### src/rtl/core/cgt_pkg.sv
// shared constants and types for the complex gemm 2x2 tile mac
`timescale 1ns / 1ps
`default_nettype none

package cgt_pkg;

    localparam int DATA_WIDTH_DEF = 16;
    localparam int ACC_WIDTH_DEF  = 48;
    localparam int PRIOR_W        = 48;
    localparam int OUT_W          = 48;
    localparam int QUEUE_DEPTH    = 4;
    localparam int CFG_AW         = 4;
    localparam int CFG_DW         = 32;

    // register indexes, byte address is 4 * index
    localparam logic [1:0] REG_ACCUM = 2'd0;
    localparam logic [1:0] REG_ROWS  = 2'd1;
    localparam logic [1:0] REG_COLS  = 2'd2;

    typedef struct packed {
        logic is_prior;
        logic last;
    } t_step_ctl;

    typedef struct packed {
        logic accum;
        logic rows2;
        logic cols2;
    } t_tile_cfg;

endpackage

`default_nettype wire

### src/rtl/core/cgt_ifs.sv
// step and result channel interfaces
`timescale 1ns / 1ps
`default_nettype none

interface cgt_step_if #(
    parameter int DATA_WIDTH = cgt_pkg::DATA_WIDTH_DEF
);
    logic                          valid;
    logic                          ready;
    logic                          req_type;
    logic signed [DATA_WIDTH-1:0]  a0_re;
    logic signed [DATA_WIDTH-1:0]  a0_im;
    logic signed [DATA_WIDTH-1:0]  a1_re;
    logic signed [DATA_WIDTH-1:0]  a1_im;
    logic signed [DATA_WIDTH-1:0]  b0_re;
    logic signed [DATA_WIDTH-1:0]  b0_im;
    logic signed [DATA_WIDTH-1:0]  b1_re;
    logic signed [DATA_WIDTH-1:0]  b1_im;
    logic                          last_step;
    logic signed [cgt_pkg::PRIOR_W-1:0] prior_re;
    logic signed [cgt_pkg::PRIOR_W-1:0] prior_im;

    modport source (
        output valid, req_type, a0_re, a0_im, a1_re, a1_im,
               b0_re, b0_im, b1_re, b1_im, last_step, prior_re, prior_im,
        input  ready
    );
    modport sink (
        input  valid, req_type, a0_re, a0_im, a1_re, a1_im,
               b0_re, b0_im, b1_re, b1_im, last_step, prior_re, prior_im,
        output ready
    );
endinterface


`default_nettype wire

### src/rtl/core/cgt_front.sv
// front end: accepts step beats, classifies them and queues them for the back end
`timescale 1ns / 1ps
`default_nettype none

module cgt_front #(
    parameter int DATA_WIDTH = cgt_pkg::DATA_WIDTH_DEF
) (
    input  wire                               i_clk,
    input  wire                               i_rst_n,
    cgt_step_if.sink                          i_step,
    output logic                              o_q_valid,
    input  wire                               i_q_ready,
    output cgt_pkg::t_step_ctl                o_q_ctl,
    output logic [7:0][DATA_WIDTH-1:0]        o_q_ops,
    output logic [cgt_pkg::PRIOR_W-1:0]       o_q_prior_re,
    output logic [cgt_pkg::PRIOR_W-1:0]       o_q_prior_im
);
    import cgt_pkg::*;

    localparam int AW = $clog2(QUEUE_DEPTH);

    logic [7:0][DATA_WIDTH-1:0] r_ops [QUEUE_DEPTH];
    t_step_ctl                  r_ctl [QUEUE_DEPTH];
    logic [PRIOR_W-1:0]         r_pre [QUEUE_DEPTH];
    logic [PRIOR_W-1:0]         r_pim [QUEUE_DEPTH];

    logic [AW-1:0] r_wr_ptr, n_wr_ptr;
    logic [AW-1:0] r_rd_ptr, n_rd_ptr;
    logic [AW:0]   r_count,  n_count;

    logic                       w_wr;
    logic                       w_rd;
    t_step_ctl                  w_ctl;
    logic [7:0][DATA_WIDTH-1:0] w_ops;

    // operand fields only matter on a step, last flag too
    assign w_ctl.is_prior = i_step.req_type;
    assign w_ctl.last     = i_step.last_step & ~i_step.req_type;
    assign w_ops = {i_step.b1_im, i_step.b1_re, i_step.b0_im, i_step.b0_re,
                    i_step.a1_im, i_step.a1_re, i_step.a0_im, i_step.a0_re};

    assign i_step.ready = (r_count != (AW+1)'(QUEUE_DEPTH));
    assign w_wr = i_step.valid & i_step.ready;

    assign o_q_valid    = (r_count != '0);
    assign w_rd         = o_q_valid & i_q_ready;
    assign o_q_ctl      = r_ctl[r_rd_ptr];
    assign o_q_ops      = r_ops[r_rd_ptr];
    assign o_q_prior_re = r_pre[r_rd_ptr];
    assign o_q_prior_im = r_pim[r_rd_ptr];

    always_comb begin
        n_wr_ptr = w_wr ? r_wr_ptr + AW'(1) : r_wr_ptr;
        n_rd_ptr = w_rd ? r_rd_ptr + AW'(1) : r_rd_ptr;
        n_count  = r_count + (AW+1)'(w_wr) - (AW+1)'(w_rd);
    end

    always_ff @(posedge i_clk) begin
        if (!i_rst_n) begin
            r_wr_ptr <= '0;
            r_rd_ptr <= '0;
            r_count  <= '0;
        end else begin
            r_wr_ptr <= n_wr_ptr;
            r_rd_ptr <= n_rd_ptr;
            r_count  <= n_count;
        end
    end

    always_ff @(posedge i_clk) begin
        if (w_wr) begin
            r_ops[r_wr_ptr] <= w_ops;
            r_ctl[r_wr_ptr] <= w_ctl;
            r_pre[r_wr_ptr] <= i_step.prior_re;
            r_pim[r_wr_ptr] <= i_step.prior_im;
        end
    end

endmodule

`default_nettype wire

### src/flat_wrapper.sv
// flat-port wrapper written by rule: the top's interface ports become plain ports
module cgt_front_flat import cgt_pkg::*;
#(
    parameter int DATA_WIDTH = cgt_pkg::DATA_WIDTH_DEF
)
  (i_clk, i_rst_n, o_q_valid, i_q_ready, o_q_ctl, o_q_ops, o_q_prior_re, o_q_prior_im, i_step_valid, i_step_req_type, i_step_a0_re, i_step_a0_im, i_step_a1_re, i_step_a1_im, i_step_b0_re, i_step_b0_im, i_step_b1_re, i_step_b1_im, i_step_last_step, i_step_prior_re, i_step_prior_im, i_step_ready);
  cgt_step_if #(.DATA_WIDTH(DATA_WIDTH)) i_step_i ();
  input  wire i_clk;
  input  wire i_rst_n;
  output logic o_q_valid;
  input  wire i_q_ready;
  output cgt_pkg::t_step_ctl o_q_ctl;
  output logic [7:0][DATA_WIDTH-1:0] o_q_ops;
  output logic [cgt_pkg::PRIOR_W-1:0] o_q_prior_re;
  output logic [cgt_pkg::PRIOR_W-1:0] o_q_prior_im;
  input wire logic [$bits(i_step_i.valid)-1:0] i_step_valid;
  input wire logic [$bits(i_step_i.req_type)-1:0] i_step_req_type;
  input wire logic [$bits(i_step_i.a0_re)-1:0] i_step_a0_re;
  input wire logic [$bits(i_step_i.a0_im)-1:0] i_step_a0_im;
  input wire logic [$bits(i_step_i.a1_re)-1:0] i_step_a1_re;
  input wire logic [$bits(i_step_i.a1_im)-1:0] i_step_a1_im;
  input wire logic [$bits(i_step_i.b0_re)-1:0] i_step_b0_re;
  input wire logic [$bits(i_step_i.b0_im)-1:0] i_step_b0_im;
  input wire logic [$bits(i_step_i.b1_re)-1:0] i_step_b1_re;
  input wire logic [$bits(i_step_i.b1_im)-1:0] i_step_b1_im;
  input wire logic [$bits(i_step_i.last_step)-1:0] i_step_last_step;
  input wire logic [$bits(i_step_i.prior_re)-1:0] i_step_prior_re;
  input wire logic [$bits(i_step_i.prior_im)-1:0] i_step_prior_im;
  output wire logic [$bits(i_step_i.ready)-1:0] i_step_ready;
  assign i_step_i.valid = i_step_valid;
  assign i_step_i.req_type = i_step_req_type;
  assign i_step_i.a0_re = i_step_a0_re;
  assign i_step_i.a0_im = i_step_a0_im;
  assign i_step_i.a1_re = i_step_a1_re;
  assign i_step_i.a1_im = i_step_a1_im;
  assign i_step_i.b0_re = i_step_b0_re;
  assign i_step_i.b0_im = i_step_b0_im;
  assign i_step_i.b1_re = i_step_b1_re;
  assign i_step_i.b1_im = i_step_b1_im;
  assign i_step_i.last_step = i_step_last_step;
  assign i_step_i.prior_re = i_step_prior_re;
  assign i_step_i.prior_im = i_step_prior_im;
  assign i_step_ready = i_step_i.ready;
  cgt_front #(.DATA_WIDTH(DATA_WIDTH)) u_core (.i_clk(i_clk), .i_rst_n(i_rst_n), .i_step(i_step_i), .o_q_valid(o_q_valid), .i_q_ready(i_q_ready), .o_q_ctl(o_q_ctl), .o_q_ops(o_q_ops), .o_q_prior_re(o_q_prior_re), .o_q_prior_im(o_q_prior_im));
endmodule
### config.mk
export PLATFORM = sky130hd
export DESIGN_NAME = cgt_front_flat
export DESIGN_NICKNAME = d
export VERILOG_FILES = /design/src/rtl/core/cgt_pkg.sv /design/src/rtl/core/cgt_ifs.sv /design/src/rtl/core/cgt_front.sv /design/src/flat_wrapper.sv
export SDC_FILE = /design/constraint.sdc
export NUM_CORES = 1
export LEC_CHECK = 0
export ABC_AREA = 1
export ABC_CLOCK_PERIOD_IN_PS = 33900
export BUFFER_PORTS_ARGS = -buffer_cell sky130_fd_sc_hd__buf_2
export CAP_MARGIN = 40
export CORE_MARGIN = 2
export CORE_UTILIZATION = 47
export DETAILED_ROUTE_END_ITERATION = 10
export HOLD_SLACK_MARGIN = 0.03
export MAX_ROUTING_LAYER = met4
export PLACE_DENSITY = 0.71
export SYNTH_ARGS = -nofsm -noshare
export SYNTH_HDL_FRONTEND = slang
export SYNTH_SLANG_ARGS = --single-unit
export TNS_END_PERCENT = 30
### constraint.sdc
create_clock -name i_clk -period 33.9 [get_ports i_clk]
set_clock_uncertainty 0.1 [all_clocks]
set_input_delay 5.085 -clock i_clk [delete_from_list [all_inputs] [get_ports i_clk]]
set_output_delay 5.085 -clock i_clk [all_outputs]
set_load 0.02 [all_outputs]
# Yosys cells after proc, flatten, opt, wreduce, memory -nomap -nowiden
# Memory sizes are Yosys's and may differ from the RTL's. A register that Yosys moved wholly into a read port is not among the register bits.
# Index checks and enable logic that the tools add are counted.
# totals
wordCells,27
memories,4
mem_bits_rw,904
register_bits,7
# memory_table
name,depth,word_bits,rd,rd_clocked_by_memory_dff,wr,line,source
u_core.r_ops,4,128,1,1,1,cgt_front.sv:22,logic [7:0][DATA_WIDTH-1:0] r_ops [QUEUE_DEPTH];
u_core.r_pim,4,48,1,1,1,cgt_front.sv:25,logic [PRIOR_W-1:0] r_pim [QUEUE_DEPTH];
u_core.r_pre,4,48,1,1,1,cgt_front.sv:24,logic [PRIOR_W-1:0] r_pre [QUEUE_DEPTH];
u_core.r_ctl,4,2,1,1,1,cgt_front.sv:23,t_step_ctl r_ctl [QUEUE_DEPTH];
# classes
bitwise,4
eq_ne,1
n_reduce_logical,1
muxes,10
add_sub_neg,4
# op_table
operator,count
$mux 2,8
$add 2x1->2 const B,2
$add 3x1->3,1
$and 1x1->1,3
$ne 3x3->1 const B,1
$reduce_bool 3->1,1
$sub 3x1->3,1
$mux 1,2
$not 1->1,1

# Depth between registers and ports, before layout
# logic_depth
word_depth,4
depth_mapped,9

# Least setup slack after synthesis
# No wires, ideal clock.
# synth_path
path_kind,input to register
start,in i_step_valid
end,"mem u_core.r_ctl[0][0] (netlist bit), enable pin"
required_ps,32982
setup_time_ps,818
setup_slack_ps,18409
cell_stages,2
arrival_ps,14573
cell_sequence,nand2_1 nor2_1
# synth_between
elab_chain_cells,3
# synth_lines
element,line,source
"start, declared",flat_wrapper.sv:16,input wire logic [$bits(i_step_i.valid)-1:0] i_step_valid;
$and 1x1->1,cgt_front.sv:43,assign w_wr = i_step.valid & i_step.ready;
$mux 1,cgt_front.sv:71,if (w_wr) begin
$mux 1 (not written as such),cgt_front.sv:73,r_ctl[r_wr_ptr] <= w_ctl;
"end, declared",cgt_front.sv:23,
# Every way passes these cells.

==> results.sh <==
export IMPL_run_status="finished clean"
export IMPL_worstHoldPathCells=2
export IMPL_static_leakage_power_nw=13.95
export IMPL_drv_slew=0
export IMPL_global_route_usage_total_pct=20.67
export IMPL_dpl_cell_count=3552
export IMPL_setup_worst_path_class="reg2out"
export IMPL_detailedPlacementHpwl_mm=45.30
export IMPL_min_to="u_core.r_rd_ptr[0]"
export IMPL_core_um2=71360
export IMPL_largest_voltage_drop_on_the_vdd_net_uv=56.65
export IMPL_row_count=98
export IMPL_ctsRootBufferMaster="sky130_fd_sc_hd__clkbuf_16"
export IMPL_average_size_of_a_mapped_cell_um2=15.02
export IMPL_worstRegToRegCells=7
export IMPL_route_detailed_drc=0
export IMPL_gp_congestion=0.7892
export IMPL_ys_ff_latch=913
export IMPL_cts_tree="built"
export IMPL_reg2reg_setup_slack_ns=29.97
export IMPL_floorplan_die_width_um=272.4
export IMPL_finalNetCount=2933
export IMPL_grt_ovfl_total=0
export IMPL_dp_slack_ns=25.47
export IMPL_fin_worst_hold_slack_ns=0.3972
export IMPL_hold_violations=0
export IMPL_setup_slack_ns=25.17
export IMPL_grt_first_pass_wirelength_mm=115.7
export IMPL_syn_to_final_growth_pct=18.90
export IMPL_yosys_warnings=0
export IMPL_layout_cells_non_filler=3746
export IMPL_cts_post_setup_buffers_inserted=0
export IMPL_antenna_found_initial=23
export IMPL_synth_area_leaders="sky130_fd_sc_hd__edfxtp_1 80%, sky130_fd_sc_hd__o21ai_0 5.2%, sky130_fd_sc_hd__nor2_1 5.2%, sky130_fd_sc_hd__o22ai_1 4.2%, sky130_fd_sc_hd__o21ai_1 1.5%"
export IMPL_drt_wirelength_per_cell_um=20.57
export IMPL_worst_setup_path_end_kind="output pin"
export IMPL_synth_top_area_share_pct=80.17
export IMPL_grt_setup_unrepaired="false"
export IMPL_htreeDepth=3
export IMPL_clock_slew_at_reported_path_ffs_ns=0.06
export IMPL_number_of_buffers_created_by_cts=92
export IMPL_regToRegEndpoint="u_core.r_pim[0][39]"
export IMPL_clk_latency_ns=0.64
export IMPL_drv_max_cap_violation_count=0
export IMPL_post_synth_instance_area_um2=33860
export IMPL_syn_num_nets=2491
export IMPL_relSlewSlack_pct=30.29
export IMPL_worst_ep_arrival_time_ns=3.55
export IMPL_final_layout_size_suffix_gt1_share_pct=23.06
export IMPL_crit_fanout=157
export IMPL_worstPathRequired_ns=28.72
export IMPL_cts_hold_buf=0
export IMPL_vias_per_cell=5.508
export IMPL_maximum_number_of_pins_on_one_net_before_global_route_repair=211
export IMPL_synthesis_instances=2254
export IMPL_synth_cell_type_count=19
export IMPL_final_period_utilization_pct=25.75
export IMPL_drt_pre_antenna_iters=5
export IMPL_drt_wl_total_mm=77.07
export IMPL_drt_first_iter_violations=1897
export IMPL_most_frequent_cells_in_the_layout="904 x sky130_fd_sc_hd__edfxtp_1, 461 x sky130_fd_sc_hd__nor2_1, 457 x sky130_fd_sc_hd__buf_2"
export IMPL_pwr_density_cell_nw_per_um2=80.14
export IMPL_rr_startpoint="u_core.r_count[1]"
export IMPL_report_final_setup_viol=0
export IMPL_clockBufferDepth=3
export IMPL_port_buffers=457
export IMPL_route_vias_total=20630
export IMPL_synth_largest_area_cell="sky130_fd_sc_hd__edfxtp_1"
export IMPL_fmax_ghz=0.1145
export IMPL_worstMarginPinSlew_ns=1.046
export IMPL_ant_nets=0
export IMPL_fp_dieH_um=272.4
export IMPL_type_of_origin_of_the_critical_path="register"
export IMPL_hold_class="reg2reg"
export IMPL_postLayoutCoreUtil_pct=56.42
export IMPL_synth_seq_area_share_pct=80.70
export IMPL_period_minus_slack_ns=8.731
export IMPL_timing_hold_worst_start="u_core.r_rd_ptr[0]"
export IMPL_cts_resized=0
export IMPL_fin_tns_setup_ns=0
export IMPL_vias_in_the_first_global_route=20570
export IMPL_fp_dieArea_um2=74200
export IMPL_tritoncts_sink_count=913
export IMPL_final_common_cell="sky130_fd_sc_hd__edfxtp_1"
export IMPL_effective_utilization_at_floorplan_pct=47.45
export IMPL_pin_count=458
-- where the power goes --
part | internal, mW | switching (mW) | total, mW
clock network | 0.605 | 0.415 | 1.02
registers | 1.38 | 0.0361 | 1.42
logic | 0.218 | 0.573 | 0.791
-- stage by stage --
stage / instance area (µm²) / total power, mW
after detailed placement: 37090 / 2.231
after floorplan: 33860 / 1.981
after CTS: 40200 / 3.250
final: 40260 / 3.227
after global placement: 36760 / 2.190
after global routing: 40260 / 3.361
-- cell families after synthesis --
| group | synth area share, % |
|---|---|
| DFF | 80.70 |
| AOI/OAI and AO/OA | 10.97 |
| and+or+nand+nor | 5.343 |
| buffers and inverters | 2.697 |
| adders and majority gates | 0.2808 |
-- critical path, cell delays in order, from the launching register on --
cell	delay [ns]
sky130_fd_sc_hd__dfxtp_4	0.54
sky130_fd_sc_hd__inv_8	0.62
sky130_fd_sc_hd__buf_4	0.58
sky130_fd_sc_hd__buf_12	0.32
sky130_fd_sc_hd__nor2_1	0.07
sky130_fd_sc_hd__o22ai_1	0.25
sky130_fd_sc_hd__buf_2	0.21
-- worst max-delay path by stage --
stage | startpoint | cells after the start | endpoint
floorplan | i_step_valid | 2 | u_core.r_ctl[0][0]
global placement | i_step_valid | 6 | u_core.r_ops[3][52]
detailed placement | i_step_valid | 6 | u_core.r_ops[0][45]
CTS | register | 6 | o_q_ops[31]
global route | register | 6 | o_q_ops[31]
finish | register | 6 | o_q_ops[31]
-- registers in the layout (all words and copies together) (netlist names), named ones only --
name / cells
u_core.r_count: 3
u_core.r_ctl: 8
u_core.r_ops: 512
u_core.r_pim: 192
u_core.r_pre: 192
u_core.r_rd_ptr: 2
u_core.r_wr_ptr: 2
-- final cells by class --
type	count	area, µm²
inverter	19	83.83
clock inverter	55	676.9
tap	950	1189
multi-input combinational	1173	5650
fill	5535	31100
antenna	25	62.56
sequential	913	27330
clock buffer	114	2427
timing repair buffer	497	2838
-- Yosys cell counts, drive strengths merged --
cell and n:
nand3 3, clkinv 1, a21boi 2, dfxtp 9, clkbuf 84, nand2 13
buf 65, nor2 465, ha 6, o21ai 453, edfxtp 904, fa 1
o22ai 226, a21oi 4, inv 18
-- layer usage --
| layer | vias up | part of all wire [%] | global-route usage [%] |
|---|---|---|---|
| met1 | 10310 | 39 | 25.24 |
| met2 | 728 | 50 | 33.92 |
| met3 | 123 | 7.7 | 5.096 |
| li1 | 9476 | - | - |
| met4 | 0 | 2.5 | 6.724 |
| met5 | - | 0 | - |
Power figures use the tool's default switching activity.
